`src/rtl/itoa_pkg.sv`:
```
package itoa_pkg;

   localparam int MaxField = 63;

   localparam logic [1:0] OP_SDEC = 2'd0;
   localparam logic [1:0] OP_UDEC = 2'd1;
   localparam logic [1:0] OP_CHAR = 2'd2;
   localparam logic [1:0] OP_PTR  = 2'd3;

   localparam logic [2:0] DUMP_NONE    = 3'd0;
   localparam logic [2:0] DUMP_BITS_LE = 3'd1;
   localparam logic [2:0] DUMP_HEX_LE  = 3'd2;
   localparam logic [2:0] DUMP_BITS_BE = 3'd3;
   localparam logic [2:0] DUMP_HEX_BE  = 3'd4;

   localparam logic [7:0] CH_SPACE = 8'h20;
   localparam logic [7:0] CH_ZERO  = 8'h30;
   localparam logic [7:0] CH_MINUS = 8'h2d;
   localparam logic [7:0] CH_X     = 8'h78;

   // emission segments, in output order
   typedef enum logic [2:0] {
      SEG_LPAD,
      SEG_PREFIX,
      SEG_ZEROS,
      SEG_BODY,
      SEG_RPAD
   } seg_type;

   typedef struct packed {
      logic load;
      logic conv_step;
      logic emit;
   } cmd_type;

   typedef struct packed {
      logic conv_done;
      logic emit_done;
   } status_type;

   function automatic logic [7:0] hex_char(input logic [3:0] nib);
      logic [7:0] r;
      if (nib >= 4'd10) r = 8'h61 + {4'd0, nib} - 8'd10;
      else r = CH_ZERO + {4'd0, nib};
      return r;
   endfunction

endpackage

```
`src/rtl/itoa_ctrl.sv`:
```
module itoa_ctrl (
   input  logic                  clock,
   input  logic                  reset,
   input  logic                  req_valid,
   output logic                  req_stall,
   output itoa_pkg::cmd_type     cmd,
   input  itoa_pkg::status_type  status
);
   import itoa_pkg::*;

   typedef enum logic [2:0] {
      ST_IDLE = 3'b001,
      ST_CONV = 3'b010,
      ST_EMIT = 3'b100
   } state_type;

   state_type state_ff, state_in;

   always_comb begin
      state_in       = state_ff;
      cmd.load       = 1'b0;
      cmd.conv_step  = 1'b0;
      cmd.emit       = 1'b0;
      req_stall      = 1'b1;
      unique case (state_ff)
         ST_IDLE: begin
            req_stall = 1'b0;
            if (req_valid) begin
               cmd.load = 1'b1;
               state_in = ST_CONV;
            end
         end
         ST_CONV: begin
            cmd.conv_step = 1'b1;
            if (status.conv_done) state_in = ST_EMIT;
         end
         ST_EMIT: begin
            cmd.emit = 1'b1;
            if (status.emit_done) state_in = ST_IDLE;
         end
         default: state_in = ST_IDLE;
      endcase
   end

   always_ff @(posedge clock) begin
      if (reset) state_ff <= ST_IDLE;
      else state_ff <= state_in;
   end

endmodule

```
`config.mk`:
```
export PLATFORM = sky130hd
export DESIGN_NAME = itoa_ctrl
export DESIGN_NICKNAME = d
export VERILOG_FILES = /design/src/rtl/itoa_pkg.sv /design/src/rtl/itoa_ctrl.sv
export SDC_FILE = /design/constraint.sdc
export NUM_CORES = 1
export LEC_CHECK = 0
export BUFFER_PORTS_ARGS = -buffer_cell sky130_fd_sc_hd__buf_2
export CAP_MARGIN = 10
export CORE_AREA = 2 2 39 41
export DETAILED_ROUTE_END_ITERATION = 8
export DIE_AREA = 0 0 41 43
export SETUP_SLACK_MARGIN = 0.2
export SKIP_LAST_GASP = 1
export SLEW_MARGIN = 5
export SYNTH_ARGS = -nofsm -noshare
export SYNTH_HDL_FRONTEND = slang
export SYNTH_SLANG_ARGS = --single-unit
```
`constraint.sdc`:
```
create_clock -name clock -period 2 [get_ports clock]
set_clock_uncertainty 0.15 [all_clocks]
set_input_delay 0.1 -clock clock [delete_from_list [all_inputs] [get_ports clock]]
set_output_delay 0.1 -clock clock [all_outputs]
set_load 0.02 [all_outputs]
```
* Word-level counts from Yosys, hierarchy flattened
Index checks and enable logic that the tools add are counted.
** Operators by class
- Multiplexer cells :: 9
- Reduce and logical (&&, ||, !) cells :: 1
- Equal/unequal tests :: 6
** Operators by type and width (count)
- two-way mux 3 bit :: 3
- one-hot mux 3 bit (3 select lines) :: 1
- != test 2 bit (second input constant) :: 3
- two-way mux 1 bit :: 5
- == test 3 x 1 -> 1 bit (second input constant) :: 1
- == test 3 x 2 -> 1 bit (second input constant) :: 1
- == test 3 bit (second input constant) :: 1
- AND reduction 3 bit :: 1
** Storage, ports and cells
- Logic and storage cells :: 17
- Output and inout port bits :: 4
- Input port bits :: 5
- Register bits :: 3

* Logic depth before layout (Yosys ltp)
Gate-level depths: netlist of run 1.
- Depth after elaboration :: 3
- Mapped depth :: 3
- Mapped depth without buffers :: 3

* Least setup slack after synthesis of run 1
OpenSTA, ideal clock, no wires.
- Path type :: reg2reg
- Start :: register state_ff[1]
- End :: register state_ff[0]
- Slack :: 355 ps
- Period minus slack after synthesis :: 1645 ps
- Arrival :: 1335 ps
- Library setup time :: 160 ps
- Stages on the path, launching flop included :: 3
- Buffers on the path :: 0
- Data required time :: 1690 ps
- Cell sequence :: dfxtp_1 nor4bb_1 o31ai_1
** Between the ends
- Longest elaborated chain between the ends :: 3
- Elaborated cells on any way between the ends :: 8
- Classes of those cells :: eq/ne: 6; mux: 1; reduce/logical: 1
** RTL lines
- start, declared :: RTL line itoa_ctrl.sv:17 : state_type state_ff, state_in;
- start signal, assigned :: RTL line itoa_ctrl.sv:47 : else state_ff <= state_in;
- == test 3 x 2 -> 1 bit (tied with other cells) :: RTL line itoa_ctrl.sv:25 : unique case (state_ff)
- != test 2 bit (no source line)
- AND reduction 3 bit (no source line)
Parallel ways exist; a longest one is shown, timed or not.
A chain may end at the register's enable or synchronous reset.

==> impl_metrics.json, run 1 <==
{
  "p_int_mw": 0.155,
  "largest-register": "state_ff",
  "ff2ff_path_depth": 2,
  "worstHoldPathCells": 3,
  "synthCells": 16,
  "r2r_slack_ns": 0.49,
  "min_from": "status[1]",
  "worstPathCellList": "or3b_2 > inv_1 > buf_2",
  "area_growth_pct": 64.9,
  "worst_pin_slew_ns": 0.525,
  "grt_max_degree": 9,
  "clk_latency_ns": 0.23,
  "h-tree-depth": 1,
  "cts-root-buf": "clkbuf_4",
  "critPathCaptureType": "primary output",
  "crit_buf_inv": 2,
  "slowest_stage": "or3b_2",
  "die-area_um2": 1760,
  "clkTransAtPathRegs_ns": 0.03,
  "yosysWarnings": 0,
  "drt-wirelength-per-cell_um": 9.13,
  "syn-num-nets": 21,
  "grt_pass1_vias": 164,
  "required_ns": 1.75,
  "cp_top_family": "simple AND/OR/NAND/NOR gates",
  "num_vias": 182,
  "gp_congestion": 0.632,
  "crit_fanout": 8,
  "yosysUniqueCellTypes": 10,
  "num_io_pins": 9,
  "drv_cap": 0,
  "syn_area_um2": 164,
  "period_share_pct": 82.0,
  "grt_pass1_wl_um": 572,
  "r2r_end": "state_ff[2]",
  "min_period_ns": 1.64,
  "num_rows": 14,
  "maxSlewHeadroom_pct": 64.5,
  "layout.nets": 36,
  "start_kind": "flop",
  "setup_viol": 0,
  "netSwitchingFraction_pct": 25.3,
  "dp_hpwl_um": 295,
  "power_frac_comb_pct": 15.0,
  "overflow": 0,
  "tritoncts": "done",
  "cts.sinks": 3,
  "finalHoldViolCount": 0,
  "first_iter_violations": 2,
  "drt-pass1-iter-count": 2,
  "worst_hold_path_type": "input port to flop",
  "cellLeakagePower_nw": 0.120,
  "drive_gt1_share_pct": 43.3,
  "reg_top3": "state_ff x3",
  "power_density_nw_per_um2": 766,
  "worstPathArrival_ns": 1.39,
  "run_status": "completed",
  "max_stage_delay_ns": 0.48,
  "p_clk_share_pct": 51.8,
  "mostFrequentLayoutCells": "8 x buf_2, 3 x nor4b_1, 3 x clkbuf_4, 3 x dfxtp_1",
  "viasPerCell": 3.96,
  "cts_resized": 0,
  "synth_area_per_cell_um2": 10.2,
  "crit_type": "flop to primary output",
  "start_util_pct": 11.8,
  "track_usage_pct": 5.91,
  "seqPwrFrac_pct": 33.2,
  "seq_area_frac_synth_pct": 36.6,
  "routed_wirelength_um": 420,
  "worst_hold_path.endpoint": "state_ff[1]",
  "ant_nets": 0,
  "cts_max_path_buffers": 2,
  "synth-seq-cells": 3,
  "reg2reg_from": "state_ff[0]",
  "portBuffers": 8,
  "peakVddDrop_mv": 0.200,
  "fp.dieW_um": 41,
  "die_y_um": 43,
  "p_switching_mw": 0.0525,
  "p_total_mw": 0.207,
  "drc": 0,
  "fmax_mhz": 610,
  "rsz0062_at_grt": "false",
  "final_common_cell": "buf_2",
  "diodes": 0,
  "core_area_um2": 1380,
  "antenna_found_initial": 0,
  "largest_register_ffs": 3,
  "cts_made_buffers": 3,
  "finalSetupTns_ns": 0,
  "maxSlewViolCount": 0
}
[per-stage QoR]
stage                     hold WS (ns)  area, µm²  setup WS, ns  cells  utilization [%]
final                           0.0561        270         0.360     46             19.5
after global routing            0.0600        270         0.245     46             19.5
after CTS                       0.0497        270         0.350     46             19.5
after global placement           0.145        224         0.484     40             16.2
after detailed placement         0.145        224         0.498     40             16.2
after floorplan                 0.0268        164         0.355     16                -
[power groups by stage]
stage,combinational (mW),sequential [mW],clock [mW]
floorplan,0.0181,0.0683,0
global route,0.0344,0.0694,0.120
CTS,0.0315,0.0687,0.115
detailed placement,0.0284,0.0697,0
finish,0.0311,0.0688,0.107
global placement,0.0282,0.0693,0
[layout make-up]
cell class                 instances  area, µm²
timing repair buffer              10       60.1
clock buffer                       4       26.3
multi-input combinational         11       96.3
fill                             152       1110
inverter                           2       7.51
sequential                         3       60.1
tap                               16       20.0
[what timing repair did]
item	4_1_cts	5_1_grt
hold buffers	2	0
hold endpoints to repair	3	0
setup buffers	0	0
[metal layers]
metal | global-route usage [%] | wire length, µm | vias up
met5 | 0 | 0 | -
met3 | 3.14 | 29 | 2
li1 | - | - | 93
met4 | 10.0 | 21 | 0
met1 | 4.79 | 190 | 78
met2 | 7.19 | 179 | 9
[cells by family (layout without fill, tap and decap cells)]
| family | count (synthesis) | in the layout | synth area share [%] |
|---|---|---|---|
| AOI/OAI and AO/OA | 3 | 3 | 15.3 |
| and+or+nand+nor | 8 | 8 | 43.5 |
| buffers and inverters | 2 | 16 | 4.58 |
| DFF | 3 | 3 | 36.6 |
[worst register-to-register path, cell delays in order (launching register included)]
cell and delay [ns]:
dfxtp_1 0.35, or4b_1 0.54, a2111oi_1 0.36
[worst max-delay path by stage]
stage	slack [ns]	to	startpoint	depth (start not counted)
after global placement	0.48	state_ff[2]	state_ff[0]	2
after detailed placement	0.50	state_ff[2]	state_ff[0]	2
after floorplan	0.36	state_ff[0]	state_ff[1]	2
after CTS	0.35	cmd[1]	state_ff[1]	3
after global routing	0.24	cmd[2]	state_ff[0]	2
final	0.36	cmd[1]	state_ff[1]	3
[synth_stat cells, drive strengths merged]
library cell	count	area share (%)
dfxtp	3	37
nor4b	3	16
inv	2	4.6
or3b	2	11
a2111oi	1	6.1
nor3b	1	4.6
nor4bb	1	6.1
o21a	1	4.6
o31ai	1	4.6
or4b	1	6.1
Power figures use the tool's default switching activity.
==> run 2: changes to the inputs <==
Settings changed: ABC_AREA set to 1.
Clock period 2 ns to 1.4 ns, I/O delays scaled along.
==> run 2 against run 1 <==
  * Final cell count is 37% higher
  * Sequential cell count stayed put
  * Clock power is 39% higher
  * Global-route usage is 0.80 points higher
  * Core utilization is 8.3 points higher
==> impl_metrics.json, run 2 <==
{
  "run_status": "completed",
  "overflow": 0,
  "num_vias": 228,
  "post_layout_nonfiller_instances": 63,
  "finalSetupTns_ns": 0,
  "finalHoldViolCount": 0,
  "dp_hpwl_um": 347,
  "worstPathArrival_ns": 0.99,
  "ff2ff_path_depth": 6,
  "maxSlewHeadroom_pct": 90.2,
  "core_area_um2": 1380,
  "largest-register": "state_ff",
  "cellLeakagePower_nw": 0.202,
  "synth_common_cells": "7 x inv_1, 4 x nand2_1, 4 x nand3_2",
  "die-area_um2": 1760,
  "worst_hold_path_type": "input port to flop",
  "crit_fanout": 4,
  "synth-seq-cells": 3,
  "num_io_pins": 9,
  "fp.dieW_um": 41,
  "num_rows": 14,
  "cts_max_path_buffers": 2,
  "tritoncts": "done",
  "yosysTopAreaCell": "dfxtp_1",
  "clk_latency_ns": 0.23,
  "synth_flop_cell": "dfxtp_1",
  "max_stage_delay_ns": 0.36,
  "largest_register_ffs": 3,
  "slowest_stage": "dfxtp_4",
  "clkTransAtPathRegs_ns": 0.04,
  "synth.top_cell.area_share_pct": 29.8,
  "synth_edf_count": 0,
  "worstPathCellList": "inv_2 > nor2_4 > nand3_2 > inv_2 > buf_6",
  "cts.sinks": 3,
  "drt-pass1-iter-count": 2,
  "min_period_ns": 1.21,
  "die_y_um": 43,
  "portBuffers": 8,
  "gp_congestion": 0.687,
  "cpMostUsedCell": "inv_2",
  "track_usage_pct": 6.71,
  "h-tree-depth": 1,
  "synthCells": 29,
  "syn-num-nets": 34,
  "yosysWarnings": 0,
  "period_share_pct": 86.6,
  "place_inst": 53,
  "routed_wirelength_um": 481,
  "antenna_found_initial": 0,
  "peakVddDrop_mv": 0.537,
  "synth.most_common_cell": "inv_1",
  "crit_type": "flop to primary output",
  "synth_area_per_cell_um2": 6.95,
  "yosys-top-cells-area": "dfxtp_1 30%, nand3_2 20%, inv_1 13%",
  "diodes": 0,
  "start_util_pct": 14.6,
  "viasPerCell": 3.62,
  "setup_slack_ns": 0.187,
  "grt_pass1_vias": 225,
  "critPathCaptureType": "primary output",
  "fmax_mhz": 825,
  "worst_pin_slew_ns": 0.148,
  "cts-root-buf": "clkbuf_4",
  "grt_max_degree": 6,
  "rsz0062_at_grt": "true",
  "drive_gt1_share_pct": 66.0,
  "reg_top3": "state_ff x3",
  "dpl_worst_slack_ns": 0.311,
  "required_ns": 1.18,
  "maxSlewViolCount": 0,
  "first_iter_violations": 1,
  "syn_area_um2": 201,
  "cts_made_buffers": 3,
  "ys_async_sr_fraction_pct": 0,
  "grt_pass1_wl_um": 772,
  "ant_nets": 0,
  "power_density_nw_per_um2": 1240,
  "seq_area_frac_synth_pct": 29.8,
  "drv_cap": 0,
  "setup_viol": 0,
  "area_growth_pct": 91.3,
  "final_core_util_pct": 27.8,
  "layout.nets": 53,
  "mostFrequentLayoutCells": "5 x nand3_2, 5 x buf_2, 4 x inv_2, 4 x inv_1",
  "drt-wirelength-per-cell_um": 7.63,
  "drc": 0,
  "start_kind": "flop",
  "yosysUniqueCellTypes": 12,
  "worstHoldPathCells": 5
}
## run 2: where the power goes
group | leakage (nW) | switching (mW) | internal (mW) | total [mW]
clock network | 0.0150 | 0.0425 | 0.107 | 0.149
registers | 0.0260 | 0.0247 | 0.105 | 0.130
logic | 0.161 | 0.104 | 0.0962 | 0.200
## run 2: worst max-delay path: cells and delay by family, from the launching register on
kind          cells  cell delay, ns
simple gates      2            0.19
flops             1            0.36
buf+inv           3            0.21
## run 2: path summary, 6_finish.rpt
check               from           to  slack (ns)
min reg2reg  state_ff[1]  state_ff[1]        0.41
max reg2reg  state_ff[1]  state_ff[2]        0.27
min            status[0]  state_ff[0]        0.10
max          state_ff[0]       cmd[2]        0.19
## run 2: cell type report
class,instances,area [µm²]
Clock buffer,4,26.3
Fill cell,153,998
Inverter,8,30.0
Multi-Input combinational cell,18,129
Sequential cell,3,68.8
Tap cell,16,20.0
Timing Repair Buffer,14,111
## run 2: what timing repair did
item | CTS | global route
buffers inserted | 1 | 2
gates resized for setup | 12 | 7
pin swaps | 1 | 2
hold endpoints to repair | 2 | 0
hold buffers | 3 | 0
endpoints found under the setup margin | 4 | 6
## run 2: logic make-up after synthesis
| logic type | count (synthesis) | synth area share (%) |
|---|---|---|
| buffers and inverters | 8 | 14.9 |
| DFF | 3 | 29.8 |
| and+or+nand+nor | 16 | 49.1 |
| AOI/OAI and AO/OA | 2 | 6.21 |
## run 2: per-stage QoR
stage | instance area (µm²) | hold slack, ns | total power, mW
3_5_place_dp | 262 | 0.0993 | 0.258
4_1_cts | 352 | 0.0917 | 0.467
6_report | 385 | 0.103 | 0.479
2_1_floorplan | 201 | -0.0109 | 0.221
3_3_place_gp | 262 | 0.0962 | 0.255
5_1_grt | 385 | 0.143 | 0.523
## run 2: layer usage
metal / track usage [%] / vias to the layer above / share of wire (%)
li1: - / 125 / -
met1: 7.67 / 99 / 48
met2: 9.69 / 4 / 49
met3: 1.57 / 0 / 2.3
met4: 6.00 / 0 / 0
met5: 0 / - / 0
==> run 3: changes to the inputs <==
Settings changed: BUFFER_PORTS_ARGS -buffer_cell sky130_fd_sc_hd__buf_2 to -buffer_cell sky130_fd_sc_hd__buf_4.
==> run 3 against run 2 <==
  * The flow now finishes with violations (negative hold slack)
  * Critical path depth stayed put
  * Largest power group unchanged
  * Sequential power barely moved
  * Sequential share of layout area is 0.79 points higher
==> impl_metrics.json, run 3 (synthesis results as in run 2) <==
{
  "cts_made_buffers": 3,
  "track_usage_pct": 6.32,
  "largest_register_ffs": 3,
  "critPathCaptureType": "primary output",
  "tritoncts": "done",
  "h-tree-depth": 1,
  "largest-register": "state_ff",
  "use_met2_pct": 9.69,
  "cts_max_path_buffers": 2,
  "die-area_um2": 1760,
  "portBuffers": 8,
  "power_density_nw_per_um2": 1280,
  "reg_top3": "state_ff x3",
  "multi_input_area_um2": 121,
  "mostFrequentLayoutCells": "8 x buf_4, 5 x nand3_2, 4 x inv_2, 4 x inv_1",
  "first_iter_violations": 2,
  "drt-wirelength-per-cell_um": 7.61,
  "drt-pass1-iter-count": 2,
  "dp_hpwl_um": 329,
  "run_status": "complete, but fails checks",
  "routed_wirelength_um": 464,
  "viasPerCell": 3.54,
  "min_from": "req_valid",
  "diodes": 0,
  "overflow": 0,
  "required_ns": 1.18,
  "failed_checks": "negative hold slack",
  "seq_area_um2": 68.8,
  "start_util_pct": 14.6,
  "start_kind": "flop",
  "ant_nets": 0,
  "clkTransAtPathRegs_ns": 0.04,
  "final_common_cell": "buf_4",
  "drc": 0,
  "fmax_mhz": 823,
  "antenna_found_initial": 0,
  "gp_congestion": 0.691,
  "cellLeakagePower_nw": 0.195,
  "maxSlewHeadroom_pct": 90.1,
  "worst_hold_path_type": "input port to flop",
  "maxSlewViolCount": 0,
  "reg2reg_from": "state_ff[1]",
  "clk_latency_ns": 0.23,
  "layout.nets": 51,
  "grt_pass1_vias": 192,
  "worst_pin_slew_ns": 0.147,
  "hold_slack_ns": -0.0330,
  "num_io_pins": 9,
  "grt_max_degree": 6,
  "fp.dieW_um": 41,
  "finalSetupTns_ns": 0,
  "min_period_ns": 1.21,
  "area_growth_pct": 83.2,
  "grt-busiest-layer": "met2",
  "cp-startpoint": "state_ff[0]",
  "finalHoldViolCount": 1,
  "peakVddDrop_mv": 0.572,
  "setup_viol": 0,
  "grt_util_met3_pct": 4.71,
  "drive_gt1_share_pct": 64.4,
  "grtUsageMet1_pct": 5.45,
  "num_rows": 14,
  "die_y_um": 43,
  "hold_buffers": 2,
  "grt_pass1_wl_um": 683,
  "crit_fanout": 4,
  "period_share_pct": 86.8,
  "cts.sinks": 3,
  "nFillCells": 160,
  "core_area_um2": 1380,
  "rsz0062_at_grt": "true",
  "drv_cap": 0,
  "num_vias": 216,
  "cts-root-buf": "clkbuf_4",
  "crit_type": "flop to primary output",
  "worstPathArrival_ns": 0.99
}
[run 3: path summary, 6_finish.rpt]
| kind | end | slack (ns) | depth (start not counted) |
|---|---|---|---|
| worst max-delay path | cmd[2] | 0.19 | 5 |
| worst min-delay path | state_ff[1] | -0.03 | 3 |
| worst max register to register | state_ff[2] | 0.25 | 6 |
| worst min register to register | state_ff[1] | 0.41 | 2 |
[run 3: repair_timing]
item,4_1_cts,5_1_grt
gates resized for setup,9,4
endpoints found under the setup margin,4,5
pin swaps,2,2
cloned,0,0
setup buffers,2,0
hold endpoints to repair,3,1
[run 3: where the power goes]
group / internal, mW / switching [mW]
combinational: 0.0971 / 0.100
clock: 0.107 / 0.0432
sequential: 0.105 / 0.0216
total: 0.309 / 0.165
[run 3: critical path, cell delays in order, from the launching register on]
cell     delay (ns)
dfxtp_4        0.36
inv_2          0.04
nor2_4         0.10
nand3_2        0.10
inv_2          0.06
buf_6          0.10
[run 3: cell type report]
cell class	instances	area share (%)
clock buffer	4	7.12
inverter	8	8.14
multi-input combinational	18	32.9
sequential	3	18.6
tap	16	5.42
timing repair buffer	12	27.8
[run 3: layer usage]
layer	part of all wire, %	up-vias	wire [µm]
met5	0	-	0
met4	0	0	0
met3	3.9	0	18
met2	53	4	245
met1	43	92	201
li1	-	120	-
[run 3: stage by stage]
| stage | worst slack [ns] | power [mW] | util, % | cell area, µm² | std cells |
|---|---|---|---|---|---|
| after floorplan | 0.295 | 0.221 | - | 201 | 29 |
| after global placement | 0.330 | 0.270 | 20.3 | 282 | 53 |
| after detailed placement | 0.299 | 0.272 | 20.3 | 282 | 53 |
| after CTS | 0.159 | 0.479 | 26.1 | 362 | 61 |
| after global routing | 0.117 | 0.513 | 26.7 | 369 | 61 |
| final | 0.185 | 0.474 | 26.7 | 369 | 61 |
